## src/rtl/ptc_pkg.sv

```systemverilog
package ptc_pkg;

	localparam int unsigned DEFAULT_STORE_DEPTH = 256;
	localparam logic [15:0] PAUSE_THRESHOLD_RESET = 16'd937;
	localparam logic [15:0] START_MIN = 16'd15;
	localparam int unsigned TIME_SHIFT = 3;

	localparam logic [2:0] MODE_EDGE = 3'd0;
	localparam logic [2:0] MODE_OVERFLOW = 3'd1;
	localparam logic [2:0] MODE_ARM = 3'd2;
	localparam logic [2:0] MODE_RD_SAMPLE = 3'd3;
	localparam logic [2:0] MODE_RD_PACKET = 3'd4;

	typedef struct packed {
		logic [15:0] read_data;
		logic [7:0] stored_count;
		logic [1:0] packet_number;
		logic waiting_for_start;
		logic capture_done;
		logic overrun;
	} result_t;

endpackage

```

## src/rtl/ptc_if.sv

```systemverilog
interface ptc_item_if;
	logic valid;
	logic ready;
	logic [2:0] mode;
	logic [15:0] timer_value;
	logic [7:0] address;

	modport source (output valid, mode, timer_value, address, input ready);
	modport sink (input valid, mode, timer_value, address, output ready);
endinterface

interface ptc_result_if;
	logic valid;
	logic ready;
	logic [15:0] read_data;
	logic [7:0] stored_count;
	logic [1:0] packet_number;
	logic waiting_for_start;
	logic capture_done;
	logic overrun;

	modport source (output valid, read_data, stored_count, packet_number,
		waiting_for_start, capture_done, overrun, input ready);
	modport sink (input valid, read_data, stored_count, packet_number,
		waiting_for_start, capture_done, overrun, output ready);
endinterface

interface ptc_cfg_if;
	logic valid;
	logic ready;
	logic [15:0] data;

	modport source (output valid, data, input ready);
	modport sink (input valid, data, output ready);
endinterface

```

## src/rtl/ptc_store.sv

```systemverilog
module ptc_store #(
	parameter int unsigned STORE_DEPTH = ptc_pkg::DEFAULT_STORE_DEPTH
) (
	input logic clk,
	input logic we,
	input logic [$clog2(STORE_DEPTH)-1:0] waddr,
	input logic [15:0] wdata,
	input logic re,
	input logic [$clog2(STORE_DEPTH)-1:0] raddr,
	output logic [15:0] rdata
);

	logic [15:0] mem [STORE_DEPTH];

	always_ff @(posedge clk) begin
		if (we) begin
			mem[waddr] <= wdata;
		end
	end

	always_ff @(posedge clk) begin
		if (re) begin
			rdata <= mem[raddr];
		end
	end

endmodule

```

## src/rtl/ptc_ctrl.sv

```systemverilog
module ptc_ctrl #(
	parameter int unsigned STORE_DEPTH = ptc_pkg::DEFAULT_STORE_DEPTH
) (
	input logic clk,
	input logic arst_n,
	input logic accept,
	input logic [2:0] mode,
	input logic [15:0] timer_value,
	input logic [7:0] address,
	input logic cfg_we,
	input logic [15:0] cfg_data,
	output logic mem_we,
	output logic [$clog2(STORE_DEPTH)-1:0] mem_waddr,
	output logic [15:0] mem_wdata,
	output logic mem_re,
	output logic [$clog2(STORE_DEPTH)-1:0] mem_raddr,
	output ptc_pkg::result_t result,
	output logic sample_read
);
	import ptc_pkg::*;

	localparam int unsigned AW = $clog2(STORE_DEPTH);

	logic [15:0] threshold_q;
	logic [7:0] ovf_q;
	logic pol_q;
	logic armed_q;
	logic stopped_q;
	logic overfull_q;
	logic [AW-1:0] cnt_q;
	logic [15:0] eip_q;
	logic [1:0] pidx_q;
	logic [15:0] pec_q [4];

	logic [7:0] ovf_inc;
	logic ovf_edge;
	logic do_edge;
	logic [7:0] ovf_use;
	logic [15:0] timer_eff;
	logic [23:0] raw;
	logic [15:0] dur;
	logic start;
	logic rec;
	logic store_ok;
	logic close;
	logic in_range;

	logic [7:0] ovf_d;
	logic pol_d;
	logic armed_d;
	logic stopped_d;
	logic overfull_d;
	logic [AW-1:0] cnt_d;
	logic [15:0] eip_d;
	logic [1:0] pidx_d;
	logic [15:0] pec_d [4];

	always_comb begin
		ovf_inc = ovf_q + 8'd1;
		ovf_edge = (mode == MODE_OVERFLOW) && (ovf_inc > 8'd1);
		do_edge = (mode == MODE_EDGE) || ovf_edge;
		ovf_use = (mode == MODE_OVERFLOW) ? ovf_inc : ovf_q;
		timer_eff = (mode == MODE_EDGE) ? timer_value : 16'd0;
		raw = {ovf_use, timer_eff};
		dur = 16'(raw >> TIME_SHIFT);

		ovf_d = ovf_q;
		pol_d = pol_q;
		armed_d = armed_q;
		stopped_d = stopped_q;
		overfull_d = overfull_q;
		cnt_d = cnt_q;
		eip_d = eip_q;
		pidx_d = pidx_q;
		pec_d = pec_q;
		start = 1'b0;
		rec = 1'b0;
		store_ok = 1'b0;
		close = 1'b0;

		if (mode == MODE_OVERFLOW) begin
			ovf_d = ovf_inc;
			if (ovf_edge) begin
				overfull_d = 1'b1;
			end
		end
		if (mode == MODE_ARM) begin
			armed_d = 1'b1;
		end

		if (do_edge) begin
			pol_d = ~pol_q;
			ovf_d = 8'd0;
			// pulse when armed, the previous edge left the line active and the duration exceeds START_MIN
			start = armed_q && pol_q && (dur > START_MIN);
			if (start) begin
				armed_d = 1'b0;
				stopped_d = 1'b0;
				overfull_d = 1'b0;
				cnt_d = '0;
				eip_d = 16'd0;
				pidx_d = 2'd0;
				for (int i = 0; i < 4; i++) begin
					pec_d[i] = 16'd0;
				end
			end
			rec = !stopped_d && !armed_d;
			if (rec) begin
				store_ok = cnt_d < AW'(STORE_DEPTH - 1);
				if (store_ok) begin
					cnt_d = cnt_d + AW'(1);
				end
				eip_d = eip_d + 16'd1;
				close = !pol_q && (dur > threshold_q);
				if (close) begin
					pec_d[pidx_d] = eip_d;
					eip_d = 16'd0;
					if (pidx_d == 2'd3 || overfull_d) begin
						stopped_d = 1'b1;
					end else begin
						pidx_d = pidx_d + 2'd1;
					end
				end
			end
		end
	end

	// write address is the count before this beat, after a start pulse resets it
	assign mem_we = accept && rec && store_ok;
	assign mem_waddr = start ? '0 : cnt_q;
	assign mem_wdata = dur;

	assign in_range = 32'(address) < 32'(STORE_DEPTH);
	assign sample_read = (mode == MODE_RD_SAMPLE) && in_range;
	assign mem_re = accept && sample_read;
	assign mem_raddr = AW'(address);

	always_comb begin
		result.read_data = (mode == MODE_RD_PACKET) ? pec_q[address[1:0]] : 16'd0;
		result.stored_count = 8'(cnt_d);
		result.packet_number = pidx_d;
		result.waiting_for_start = armed_d;
		result.capture_done = stopped_d;
		result.overrun = overfull_d;
	end

	always_ff @(posedge clk or negedge arst_n) begin
		if (!arst_n) begin
			threshold_q <= PAUSE_THRESHOLD_RESET;
		end else if (cfg_we) begin
			threshold_q <= cfg_data;
		end
	end

	always_ff @(posedge clk or negedge arst_n) begin
		if (!arst_n) begin
			ovf_q <= 8'd0;
			pol_q <= 1'b0;
			armed_q <= 1'b0;
			stopped_q <= 1'b0;
			overfull_q <= 1'b0;
			cnt_q <= '0;
			eip_q <= 16'd0;
			pidx_q <= 2'd0;
			for (int i = 0; i < 4; i++) begin
				pec_q[i] <= 16'd0;
			end
		end else if (accept) begin
			ovf_q <= ovf_d;
			pol_q <= pol_d;
			armed_q <= armed_d;
			stopped_q <= stopped_d;
			overfull_q <= overfull_d;
			cnt_q <= cnt_d;
			eip_q <= eip_d;
			pidx_q <= pidx_d;
			pec_q <= pec_d;
		end
	end

endmodule

```

## src/rtl/ir_pulse_train_capture.sv

```systemverilog
// Infrared pulse-train capture. One item is accepted per clock cycle, back to back, unless
// the result side stalls; each item gives one result through the stage register and the
// output register. Capture state is updated in the accept cycle, durations are written to
// a single-port-write sample memory at the same edge, and a sample read returns the memory's
// registered read data, so a read always sees every earlier write. A stalled result is
// held in an output register while one more item waits in the stage behind it. The pause
// threshold may be rewritten only while the block is idle; it resets to 937.
module ir_pulse_train_capture #(
	parameter int unsigned STORE_DEPTH = ptc_pkg::DEFAULT_STORE_DEPTH
) (
	input logic clk,
	input logic arst_n,
	ptc_item_if.sink item,
	ptc_result_if.source result,
	ptc_cfg_if.sink cfg
);
	import ptc_pkg::*;

	localparam int unsigned AW = $clog2(STORE_DEPTH);

	logic accept;
	logic mem_we;
	logic [AW-1:0] mem_waddr;
	logic [15:0] mem_wdata;
	logic mem_re;
	logic [AW-1:0] mem_raddr;
	logic [15:0] mem_rdata;
	result_t res_c;
	logic sample_read_c;

	logic v_s1;
	result_t res_s1;
	logic sample_read_s1;
	logic out_v_q;
	result_t out_q;
	logic adv;

	assign adv = v_s1 && (!out_v_q || result.ready);
	assign item.ready = !v_s1 || adv;
	assign accept = item.valid && item.ready;
	assign cfg.ready = 1'b1;

	ptc_ctrl #(
		.STORE_DEPTH(STORE_DEPTH)
	) u_ctrl (
		.clk(clk),
		.arst_n(arst_n),
		.accept(accept),
		.mode(item.mode),
		.timer_value(item.timer_value),
		.address(item.address),
		.cfg_we(cfg.valid),
		.cfg_data(cfg.data),
		.mem_we(mem_we),
		.mem_waddr(mem_waddr),
		.mem_wdata(mem_wdata),
		.mem_re(mem_re),
		.mem_raddr(mem_raddr),
		.result(res_c),
		.sample_read(sample_read_c)
	);

	ptc_store #(
		.STORE_DEPTH(STORE_DEPTH)
	) u_store (
		.clk(clk),
		.we(mem_we),
		.waddr(mem_waddr),
		.wdata(mem_wdata),
		.re(mem_re),
		.raddr(mem_raddr),
		.rdata(mem_rdata)
	);

	always_ff @(posedge clk or negedge arst_n) begin
		if (!arst_n) begin
			v_s1 <= 1'b0;
		end else if (item.ready) begin
			v_s1 <= item.valid;
		end
	end

	always_ff @(posedge clk) begin
		if (accept) begin
			res_s1 <= res_c;
			sample_read_s1 <= sample_read_c;
		end
	end

	always_ff @(posedge clk or negedge arst_n) begin
		if (!arst_n) begin
			out_v_q <= 1'b0;
		end else if (adv) begin
			out_v_q <= 1'b1;
		end else if (result.ready) begin
			out_v_q <= 1'b0;
		end
	end

	// read data of the memory holds until the next accepted beat, which cannot pass adv
	always_ff @(posedge clk) begin
		if (adv) begin
			out_q.read_data <= sample_read_s1 ? mem_rdata : res_s1.read_data;
			out_q.stored_count <= res_s1.stored_count;
			out_q.packet_number <= res_s1.packet_number;
			out_q.waiting_for_start <= res_s1.waiting_for_start;
			out_q.capture_done <= res_s1.capture_done;
			out_q.overrun <= res_s1.overrun;
		end
	end

	assign result.valid = out_v_q;
	assign result.read_data = out_q.read_data;
	assign result.stored_count = out_q.stored_count;
	assign result.packet_number = out_q.packet_number;
	assign result.waiting_for_start = out_q.waiting_for_start;
	assign result.capture_done = out_q.capture_done;
	assign result.overrun = out_q.overrun;

endmodule
```

## src/flat_wrapper.sv

```systemverilog
// flat-port wrapper written by rule: the top's interface ports become plain ports
module ir_pulse_train_capture_flat import ptc_pkg::*;
#(
	parameter int unsigned STORE_DEPTH = ptc_pkg::DEFAULT_STORE_DEPTH
)
  (clk, arst_n, item_valid, item_mode, item_timer_value, item_address, item_ready, result_valid, result_read_data, result_stored_count, result_packet_number, result_waiting_for_start, result_capture_done, result_overrun, result_ready, cfg_valid, cfg_data, cfg_ready);
  ptc_item_if item_i ();
  ptc_result_if result_i ();
  ptc_cfg_if cfg_i ();
  input logic clk;
  input logic arst_n;
  input wire logic [$bits(item_i.valid)-1:0] item_valid;
  input wire logic [$bits(item_i.mode)-1:0] item_mode;
  input wire logic [$bits(item_i.timer_value)-1:0] item_timer_value;
  input wire logic [$bits(item_i.address)-1:0] item_address;
  output wire logic [$bits(item_i.ready)-1:0] item_ready;
  output wire logic [$bits(result_i.valid)-1:0] result_valid;
  output wire logic [$bits(result_i.read_data)-1:0] result_read_data;
  output wire logic [$bits(result_i.stored_count)-1:0] result_stored_count;
  output wire logic [$bits(result_i.packet_number)-1:0] result_packet_number;
  output wire logic [$bits(result_i.waiting_for_start)-1:0] result_waiting_for_start;
  output wire logic [$bits(result_i.capture_done)-1:0] result_capture_done;
  output wire logic [$bits(result_i.overrun)-1:0] result_overrun;
  input wire logic [$bits(result_i.ready)-1:0] result_ready;
  input wire logic [$bits(cfg_i.valid)-1:0] cfg_valid;
  input wire logic [$bits(cfg_i.data)-1:0] cfg_data;
  output wire logic [$bits(cfg_i.ready)-1:0] cfg_ready;
  assign item_i.valid = item_valid;
  assign item_i.mode = item_mode;
  assign item_i.timer_value = item_timer_value;
  assign item_i.address = item_address;
  assign item_ready = item_i.ready;
  assign result_valid = result_i.valid;
  assign result_read_data = result_i.read_data;
  assign result_stored_count = result_i.stored_count;
  assign result_packet_number = result_i.packet_number;
  assign result_waiting_for_start = result_i.waiting_for_start;
  assign result_capture_done = result_i.capture_done;
  assign result_overrun = result_i.overrun;
  assign result_i.ready = result_ready;
  assign cfg_i.valid = cfg_valid;
  assign cfg_i.data = cfg_data;
  assign cfg_ready = cfg_i.ready;
  ir_pulse_train_capture #(.STORE_DEPTH(STORE_DEPTH)) u_core (.clk(clk), .arst_n(arst_n), .item(item_i), .result(result_i), .cfg(cfg_i));
endmodule
```

## config.mk

```make
export PLATFORM = sky130hd
export DESIGN_NAME = ir_pulse_train_capture_flat
export DESIGN_NICKNAME = d
export VERILOG_FILES = /design/src/rtl/ptc_pkg.sv /design/src/rtl/ptc_if.sv /design/src/rtl/ptc_store.sv /design/src/rtl/ptc_ctrl.sv /design/src/rtl/ir_pulse_train_capture.sv /design/src/flat_wrapper.sv
export SDC_FILE = /design/constraint.sdc
export NUM_CORES = 2
export LEC_CHECK = 0
export BUFFER_PORTS_ARGS = -buffer_cell sky130_fd_sc_hd__buf_4
export CELL_PAD_IN_SITES_DETAIL_PLACEMENT = 1
export CELL_PAD_IN_SITES_GLOBAL_PLACEMENT = 2
export CORE_MARGIN = 2
export CORE_UTILIZATION = 27
export CTS_BUF_LIST = sky130_fd_sc_hd__clkbuf_8
export CTS_CLUSTER_DIAMETER = 40
export DETAILED_ROUTE_END_ITERATION = 7
export HOLD_SLACK_MARGIN = 0.06
export PLACE_DENSITY_LB_ADDON = 0.1
export SYNTH_ARGS = -nofsm -noshare
export SYNTH_HDL_FRONTEND = slang
export SYNTH_SLANG_ARGS = --single-unit
```

## constraint.sdc

```tcl
create_clock -name clk -period 14.15 [get_ports clk]
set_clock_uncertainty 0.1 [all_clocks]
set_input_delay 2.83 -clock clk [delete_from_list [all_inputs] [get_ports clk]]
set_output_delay 2.83 -clock clk [all_outputs]
set_load 0.05 [all_outputs]
```

==> reports/results.ini <==
[global_route]
first_global_vias = 86767
top_usage_layer = met2
track_usage_pct = 16.4
grt_start_max_net_pins = 180
grt_pass1_wl_um = 720000
use_met1_pct = 22.8
grt_util_met2_pct = 27.4
antenna_found_initial = 56
met3_usage_pct = 2.64
grt_overflow = 0

[power_and_ir_drop]
ir_worst_vdd_mv = 0.117
power_density_nw_per_um2 = 144
p_leak_uw = 0.0576

[cts]
h-tree-depth = 6
postCtsResizedCells = 0
clock_sinks = 4291
hold_buffers = 0
cts_buffers = 840
cts_tree = yes
clockBufferDepth = 4
postCtsSetupBuffers = 0
root_buffer = clkbuf_8
clkSlewWorstSetupHoldPaths_ns = 0.06
clk_latency_ns = 1.31

[synth]
syn-instance-count = 7193
async_reset_ff_share_pct = 2.80
synth_area_per_cell_um2 = 23.2
synthesis.nets = 7264
synth_area_leaders = edfxtp_1 (75%), mux4_2 (16%), dfrtp_1 (1.7%)
syn-cell-area_um2 = 167000
ys_types = 87
yosys_warnings = 0
ys_top_cells_by_count = edfxtp_1 (4171), mux4_2 (1204), nor2_1 (305)
synthFlopType = edfxtp_1
ys_seq_elements = 4291
ys_seq_area_share_pct = 76.9
yosysTopAreaCell = edfxtp_1
post-synth-top-count-cell = edfxtp_1
synth_edf_count = 4171
synth_top_area_share_pct = 75.1

[timing]
finalCriticalPeriod_ns = 8.06
finalCritPeriodShare_pct = 57.0
max_freq_ghz = 0.124
setup_viol = 0
worstMarginPinSlew_ns = 1.35
hold_ws_ns = 0.320
drv_slew = 0
rsz0062_at_grt = no
slew_headroom_pct = 10.0
fin_ws_ns = 6.09
fin_tns_setup_ns = 0
hold_viol = 0

[final_layout]
final_cell_area_um2 = 195000
area.growth.synth_to_final_pct = 17.0
nets = 8130
stdcell_count = 16885
drive_gt1_share_pct = 34.6

[floorplanning]
die_w_um = 790
fp.coreArea_um2 = 615000
die_h_um = 790
start_util_pct = 27.1
die-area_um2 = 624000
pin_count = 80
rows = 288

[drt]
finalWirelength_um = 521000
wire_per_inst_um = 30.9
drc = 0
via_per_inst = 4.68
first_pass_iters = 5
vias = 79082
drt_first_iter_violations = 6114
ant_nets = 0

[run]
cap_violations = 0

[hold_path]
hp-class = reg -> reg

[placed_design]
gp_congestion = 0.729
post-place-cells = 15336
dp_hpwl_um = 316000
place_area_um2 = 179000
io_buffers = 75
post-place-ws_ns = 4.68

[critical_path]
crit_type = in -> reg
crit_required_ns = 14.95
critPathLaunchType = primary input
cp_data_arrival_time_ns = 8.86
cp-end-kind = flip-flop
crit_fanout = 37

[status]
status = completed

==> cell usage in the layout (no fill, tap or decap), drive strengths merged, types with 23 or more instances in the layout <==
| master | n |
|---|---|
| and2 | 26 |
| mux4 | 1221 |
| nor4 | 27 |
| a21oi | 36 |
| a22o | 27 |
| o22ai | 92 |
| clkinv | 320 |
| and3 | 23 |
| nand2 | 121 |
| ha | 23 |
| o21ai | 35 |
| mux2i | 179 |
| inv | 280 |
| nor2b | 24 |
| buf | 432 |
| dfrtp | 114 |
| nor2 | 306 |
| bufinv | 59 |
| clkinvlp | 48 |
| nand3 | 35 |
| edfxtp | 4171 |
| clkbuf | 854 |
| a22oi | 58 |
==> where the power goes <==
group	switching [uW]	internal (uW)	total [uW]
clock network	5610	6730	12300
logic	1130	473	1610
registers	50.0	14100	14100
total	6790	21300	28100
==> state kept, by name, summed over array words and instances, names as in the netlist, 2 cells and up <==
register and flops:
u_core.u_store.rdata 16, u_core.u_ctrl.ovf_q 8, u_core.result.stored_count 8, u_core.u_ctrl.pidx_q 2, u_core.res_s1 29, u_core.u_ctrl.eip_q 16
u_core.u_ctrl.threshold_q 16, u_core.result.packet_number 2, u_core.u_ctrl.pec_q 64, u_core.u_store.mem 4096, u_core.result.read_data 16, u_core.u_ctrl.cnt_q 8
==> stage by stage <==
stage	power, uW	utilization [%]
final	28100	31.7
after global routing	29200	31.7
after CTS	28600	31.7
after global placement	16000	29.0
after detailed placement	16100	29.0
after floorplan	15400	-
==> cell families after synthesis <==
group | after synthesis | share of synthesized area, %
compound gates | 350 | 1.52
xor+xnor | 16 | 0.0840
other cells | 1 | 0.00225
flops | 4291 | 76.9
fa+ha+maj | 23 | 0.173
simple gates | 653 | 1.90
buf+inv | 439 | 1.69
mux | 1420 | 17.7
==> path summary, 6_finish.rpt <==
path | from | to | slack [ns] | depth (start not counted)
min | u_core.res_s1[12] | u_core.result.stored_count[7] | 0.32 | 0
max | item_mode[2] | u_core.u_store.mem[102][6] | 6.09 | 16
min in group asynchronous | arst_n | u_core.u_ctrl.eip_q[13] | 1.42 | 1
max in group asynchronous | arst_n | u_core.u_ctrl.stopped_q | 11.15 | 2
max reg2reg | u_core.u_ctrl.ovf_q[1] | u_core.u_store.mem[102][6] | 7.08 | 16
min reg2reg | u_core.res_s1[12] | u_core.result.stored_count[7] | 0.32 | 0
==> layout make-up <==
type,count,area [um^2]
antenna,18,45.0
timing repair buffer,432,3550
clock inverter,676,4820
tap,8120,10200
clock buffer,854,11800
multi-input combinational,2463,36500
inverter,31,131
sequential,4291,128000
fill,60871,420000
==> worst max-delay path, stage by stage <==
cell	delay, ns
buf_4	0.21
nor4bb_1	0.70
xor2_4	0.16
buf_4	0.43
o41ai_2	0.13
buf_4	0.26
and2_1	0.20
ha_1	0.28
nand4_1	0.14
o21ai_0	0.30
nor4_4	0.31
buf_4	0.41
nand3_4	0.57
buf_4	0.50
nor2_1	0.95
buf_4	0.37
==> routing by layer <==
metal | routed length (um) | up-vias
met5 | 44 | -
met3 | 26400 | 750
met4 | 10200 | 6
met1 | 231000 | 43638
met2 | 254000 | 1966
li1 | - | 32722
No activity file was read; power rests on OpenSTA's default activity.
